### config.mk
export PLATFORM = sky130hd
export DESIGN_NAME = max_heap_priority_queue_core
export DESIGN_NICKNAME = d
export VERILOG_FILES = /design/src/rtl/pqc_pkg.sv /design/src/rtl/max_heap_priority_queue_core.sv /design/src/rtl/pqc_cell.sv
export SDC_FILE = /design/constraint.sdc
export NUM_CORES = 2
export LEC_CHECK = 0
export ABC_AREA = 1
export BUFFER_PORTS_ARGS = -buffer_cell sky130_fd_sc_hd__buf_2
export CAP_MARGIN = 0
export CORE_MARGIN = 5
export CORE_UTILIZATION = 56
export CTS_CLUSTER_DIAMETER = 30
export DETAILED_ROUTE_END_ITERATION = 10
export PLACE_DENSITY = 0.72
export SYNTH_ARGS = -nofsm -noshare
export SYNTH_HDL_FRONTEND = slang
export SYNTH_SLANG_ARGS = --single-unit
### constraint.sdc
create_clock -name clock -period 4.2 [get_ports clock]
set_input_delay 0.21 -clock clock [delete_from_list [all_inputs] [get_ports clock]]
set_output_delay 0.21 -clock clock [all_outputs]
set_load 0.1 [all_outputs]
### src/rtl/pqc_pkg.sv
// pqc_pkg: shared types and constants for the max priority queue core
// no dependencies; imported by pqc_cell and max_heap_priority_queue_core
package pqc_pkg;

   localparam int KEY_W        = 32;
   localparam int COUNT_OUT_W  = 6;
   localparam int DEF_CAPACITY = 32;

   // operation selector carried in req_tuser
   typedef enum logic [0:0] {
      OP_INSERT = 1'b0,
      OP_DELETE = 1'b1
   } op_type;

   // result status carried in rsp_tuser
   typedef enum logic [1:0] {
      ST_OK    = 2'd0,
      ST_FULL  = 2'd1,
      ST_EMPTY = 2'd2
   } status_type;

   // one stored key with its occupancy flag
   typedef struct packed {
      logic                    valid;
      logic signed [KEY_W-1:0] key;
   } slot_type;

   // per-cycle command broadcast to every cell
   typedef struct packed {
      logic insert;
      logic remove;
   } cell_ctrl_type;

endpackage

### src/rtl/max_heap_priority_queue_core.sv
// max_heap_priority_queue_core: max priority queue as a sorted systolic chain of cells
// depends on pqc_pkg and pqc_cell
//
//   channel  dir  tdata                              tuser
//   req_     in   key_in[31:0]                       func (0 insert, 1 delete max)
//   rsp_     out  key_out[31:0], count_out[37:32]    status (0 ok, 1 full, 2 empty)
//
// on an insert all cells compare against the new key in parallel and shift by
// one place, a delete shifts them back, so the chain stays sorted largest first.
// the result sits in an output register; a new request is taken whenever that
// register is empty or being drained in the same cycle.
// reset clears the key count, the response valid flag and all cell occupancy flags.
module max_heap_priority_queue_core #(
   parameter int CAPACITY = pqc_pkg::DEF_CAPACITY
) (
   input  logic        clock,
   input  logic        reset,
   input  logic        req_tvalid,
   output logic        req_tready,
   input  logic [31:0] req_tdata,   // key_in[31:0]
   input  logic [0:0]  req_tuser,   // func[0]
   output logic        rsp_tvalid,
   input  logic        rsp_tready,
   output logic [39:0] rsp_tdata,   // key_out[31:0], count_out[37:32], zero pad
   output logic [1:0]  rsp_tuser    // status[1:0]
);
   import pqc_pkg::*;

   localparam int CountW = $clog2(CAPACITY + 1);

   logic                    accept;
   logic                    is_full;
   logic                    is_empty;
   cell_ctrl_type           ctrl;
   slot_type                chain [CAPACITY];
   logic                    place [CAPACITY];
   logic [CountW-1:0]       count_ff;
   logic [CountW-1:0]       count_in;
   logic                    rsp_valid_ff;
   logic                    rsp_valid_in;
   logic signed [KEY_W-1:0] rsp_key_ff;
   logic signed [KEY_W-1:0] rsp_key_in;
   status_type              rsp_status_ff;
   status_type              rsp_status_in;
   logic [COUNT_OUT_W-1:0]  rsp_count_ff;
   logic [COUNT_OUT_W-1:0]  rsp_count_in;

   // handshake and capacity checks
   assign req_tready = !rsp_valid_ff || rsp_tready;
   assign accept     = req_tvalid && req_tready;
   assign is_full    = (count_ff == CountW'(CAPACITY));
   assign is_empty   = (count_ff == '0);

   // command for the chain
   always_comb begin
      ctrl.insert = accept && (op_type'(req_tuser) == OP_INSERT) && !is_full;
      ctrl.remove = accept && (op_type'(req_tuser) == OP_DELETE) && !is_empty;
   end

   // row of cells, cell 0 holds the maximum
   for (genvar i = 0; i < CAPACITY; i++) begin : g_cell
      slot_type left_s;
      slot_type right_s;
      logic     left_p;
      if (i == 0) begin : g_head
         assign left_s = '0;
         assign left_p = 1'b0;
      end else begin : g_body
         assign left_s = chain[i-1];
         assign left_p = place[i-1];
      end
      if (i == CAPACITY - 1) begin : g_tail
         assign right_s = '0;
      end else begin : g_inner
         assign right_s = chain[i+1];
      end
      pqc_cell u_cell (
         .clock      (clock),
         .reset      (reset),
         .ctrl       (ctrl),
         .new_key    (req_tdata),
         .left_slot  (left_s),
         .left_place (left_p),
         .right_slot (right_s),
         .slot       (chain[i]),
         .place      (place[i])
      );
   end

   // next count and result
   always_comb begin
      count_in      = count_ff;
      rsp_valid_in  = rsp_valid_ff && !rsp_tready;
      rsp_key_in    = rsp_key_ff;
      rsp_status_in = rsp_status_ff;
      if (ctrl.insert) begin
         count_in = count_ff + CountW'(1);
      end else if (ctrl.remove) begin
         count_in = count_ff - CountW'(1);
      end
      if (accept) begin
         rsp_valid_in  = 1'b1;
         rsp_key_in    = '0;
         rsp_status_in = ST_OK;
         if (op_type'(req_tuser) == OP_INSERT) begin
            if (is_full) rsp_status_in = ST_FULL;
         end else begin
            if (is_empty) begin
               rsp_status_in = ST_EMPTY;
            end else begin
               rsp_key_in = chain[0].key;
            end
         end
      end
      rsp_count_in = accept ? COUNT_OUT_W'(count_in) : rsp_count_ff;
   end

   // count and output register
   always_ff @(posedge clock) begin
      if (reset) begin
         count_ff     <= '0;
         rsp_valid_ff <= 1'b0;
      end else begin
         count_ff     <= count_in;
         rsp_valid_ff <= rsp_valid_in;
      end
      rsp_key_ff    <= rsp_key_in;
      rsp_status_ff <= rsp_status_in;
      rsp_count_ff  <= rsp_count_in;
   end

   // output packing
   assign rsp_tvalid = rsp_valid_ff;
   assign rsp_tdata  = {2'b00, rsp_count_ff, rsp_key_ff};
   assign rsp_tuser  = rsp_status_ff;

endmodule

### src/rtl/pqc_cell.sv
// pqc_cell: one slot of the sorted key chain (largest key at cell 0)
// depends on pqc_pkg for slot_type and cell_ctrl_type
module pqc_cell (
   input  logic                               clock,
   input  logic                               reset,
   input  pqc_pkg::cell_ctrl_type             ctrl,
   input  logic signed [pqc_pkg::KEY_W-1:0]   new_key,
   input  pqc_pkg::slot_type                  left_slot,
   input  logic                               left_place,
   input  pqc_pkg::slot_type                  right_slot,
   output pqc_pkg::slot_type                  slot,
   output logic                               place
);
   import pqc_pkg::*;

   slot_type slot_ff;
   slot_type slot_in;

   // new key belongs at or before this cell: empty or strictly smaller key here
   assign place = !slot_ff.valid || (new_key > slot_ff.key);
   assign slot  = slot_ff;

   // insert shifts right from the insertion point, delete shifts left
   always_comb begin
      slot_in = slot_ff;
      if (ctrl.insert) begin
         if (left_place) begin
            slot_in = left_slot;
         end else if (place) begin
            slot_in.valid = 1'b1;
            slot_in.key   = new_key;
         end
      end else if (ctrl.remove) begin
         slot_in = right_slot;
      end
   end

   // occupancy cleared by reset, key payload left as is
   always_ff @(posedge clock) begin
      if (reset) begin
         slot_ff.valid <= 1'b0;
      end else begin
         slot_ff <= slot_in;
      end
   end

endmodule
==> metrics.cfg <==
[drt]
ant_nets=0
routed_wl_um=270300
viasPerCell=6.165
drtPass1Iterations=7
drc_errors=0
drt-initial-drc-count=8802
vias=74956
wl_per_cell_um=22.23

[clocking]
hold_buffers=15
clock-sinks=1103
cts_setup_buffers=0
htree_num_levels=5
cts.reportedPaths.clkPinSlew_ns=0.05
cts_buffers=310
cts_tree=done
clk_path_buf_depth=4
clock_latency_ns=0.91
cts-root-buf=clkbuf_16
cts.repair.resized=0

[place]
gp_congestion=0.9311
hpwl_um=190000
post-place-ws_ns=0.4716
io_buffers=78

[layout]
layout_commonest_cell=o21ai_0
fillerInstances=11518
areaGrowthSynthToFinish_pct=16.90
mostFrequentLayoutCells=o21ai_0, nand2_1, inv_1, edfxtp_1, ha_1
drive_above_1_share=0.08584
nNetsFinal=11087
final_core_util=0.6579

[timing]
worst_slew_pin_slew_ns=1.163
finalSetupViolCount=0
fin_crit_ns=3.740
whs_ns=0.06032
slew_violations=0
finClkSkew_ns=0.05531
fin_crit_sh=0.8906
finalHoldViolCount=0
slew_headroom=0.2237
setup_slack_ns=0.4597
grt_setup_unrepaired=false
max_freq_ghz=0.2674
finalSetupTns_ns=0

[critical_path]
worstReg2RegEnd=g_cell[11].u_cell.slot[25]
cp_slowest_cell=buf_4
crit_arrival_ns=4.24
cp_max_fo=71
cp.required_ns=4.70
crit_top_cell=buf_4
crit_chain=inv_1 > ha_1 > nor3b_2 > nand3_2 > nand2_8 > inv_16 > nor2_4 > inv_2 > buf_4 > nand2_1 > a21oi_4 > buf_4
crit_type=reg2reg
crit_end=g_cell[11].u_cell.slot[25]
cpPeakStageDelay_ns=0.43
setup.worst_path.start_class=flop
r2r_slack_ns=0.46
crit_start=count_ff[0]
worstReg2RegStart=count_ff[0]
endpoint_kind=flop
r2r.worst_path.cells=12

[floorplan]
ios=81
die_h_um=389.5
std_cell_rows=139
dieArea_um2=151700
core_um2=143300
start_util=0.5628
die_x_um=389.5

[synthesis]
yosysSeqAreaShare=0.4058
synth_edf_count=1064
syn-cell-area_um2=80650
ys_ff_latch=1103
async_reset_ff_frac=0
syn_inst=9894
ys.flop_type=edfxtp_1
synth.avg_cell_area_um2=8.152
synth.distinct_cells=45
yosysWarnings=0

[pwr]
p_seq_frac=0.294
vdd_drop_max_v=0.0004896
p_clk_frac=0.480
p_total_uw=49920
p_int_uw=34510
leakage_uw=0.04232
switching_share=0.3088
comb_power_share=0.226
pwr_density_cell_nw_per_um2=529.5
netSwitchingPower_uw=15420

[outcome]
status=complete, no violations

[global_routing]
grt_pass1_vias=73942
grt_pass1_wl_um=413500
grtUsageTotal=0.3438
grt_start_max_net_pins=216
antenna_found_initial=9
overflow=0

[worst_hold_path]
holdPathStages=4
hold_path.class=in2reg

[run]
maxCapViolations=0

## stage by stage
step | cell area, um^2 | instances
floorplan | 80730 | 9895
global placement | 83630 | 11599
detailed placement | 83630 | 11599
CTS | 94280 | 12155
global route | 94280 | 12155
finish | 94290 | 12158
## routing by layer
metal  vias to the layer above  track usage  part of all wire
li1                      34464            -                 -
met5                         -            0           0.00014
met1                     35279       0.4240              0.37
met2                      4280       0.5615              0.46
met4                         6       0.1865             0.059
met3                       927      0.07876              0.10
## cell families after synthesis
logic type | after synthesis | synth area share
AOI/OAI and AO/OA | 2978 | 0.1909
xor gates and xnor gates | 4 | 0.0004343
adders and majority gates | 1027 | 0.1593
buffers and inverters | 1823 | 0.09175
DFF | 1103 | 0.4058
other | 1 | 0.00004650
and+or+nand+nor | 2958 | 0.1518
## worst min-delay path by stage
stage	from	end	slack, ns
final	req_tdata[21]	g_cell[4].u_cell.slot[21]	0.06
after global routing	req_tdata[29]	g_cell[6].u_cell.slot[29]	0.05
after CTS	req_tdata[16]	g_cell[20].u_cell.slot[16]	0.005
after detailed placement	g_cell[31].u_cell.slot[32]	g_cell[31].u_cell.slot[32]	0.46
after global placement	g_cell[31].u_cell.slot[32]	g_cell[31].u_cell.slot[32]	0.45
after floorplan	req_tvalid	rsp_tvalid	0.34
## cells in the mapped netlist, types with 6 or more instances
cell type  number  area share
nor2_1        598       0.028
nand3_1       319       0.020
nor4_2         20      0.0031
nand2_2        21      0.0016
o211ai_1        6     0.00056
buf_1          17     0.00079
ha_1         1027        0.16
clkbuf_1      243       0.011
o21ai_1       232       0.014
nand4_1        92      0.0071
inv_1        1314       0.061
clkbuf_2       30      0.0019
o21ai_0      1854        0.12
buf_6          28      0.0039
nor3_1         25      0.0016
nand2_1      1833       0.085
buf_2         151      0.0094
dfxtp_1        39      0.0097
a21oi_1       603       0.037
nor2_2          8     0.00062
o21bai_1       32      0.0030
nand3b_1        9     0.00084
o21a_1         45      0.0042
o22ai_1       191       0.015
nand3_2         8     0.00099
edfxtp_1     1064        0.40
buf_4          30      0.0028
inv_2           7     0.00033
## registers in the layout (all words and copies together), names as in the netlist
name,cells
rsp_key_ff,32
rsp_tuser,2
rsp_tvalid,1
rsp_count_ff,6
count_ff,6
g_cell.u_cell.slot,1056
## power by group through the flow
stage	sequential, uW	clock (uW)	combinational (uW)
final	14700	24000	11300
after global routing	14800	24800	12500
after CTS	14700	24100	11000
after detailed placement	14800	0	10900
after global placement	14800	0	10400
after floorplan	15100	0	7060
## worst max-delay path, delay by kind of cell, from the launching register on
family                   cells  cell delay (ns)
buffers and inverters        5             1.33
flip-flops                   1             0.40
adder cells (fa/ha/maj)      1             0.20
AND/OR/NAND/NOR              5             1.03
AO/OA/AOI/OAI                1             0.23
## cell type report
cell class | instances | area (um^2) | area share
clock buffers | 367 | 8284 | 0.08786
inverters | 1324 | 4991 | 0.05293
diodes | 3 | 7.507 | 0.00007962
clock inverters | 174 | 2213 | 0.02347
repair buffers | 315 | 2885 | 0.03060
well taps | 1903 | 2381 | 0.02525
flip-flops and latches | 1103 | 32730 | 0.3471
multi-input cells | 6969 | 40790 | 0.4327
Note: power is estimated with default switching activity, not from simulation.
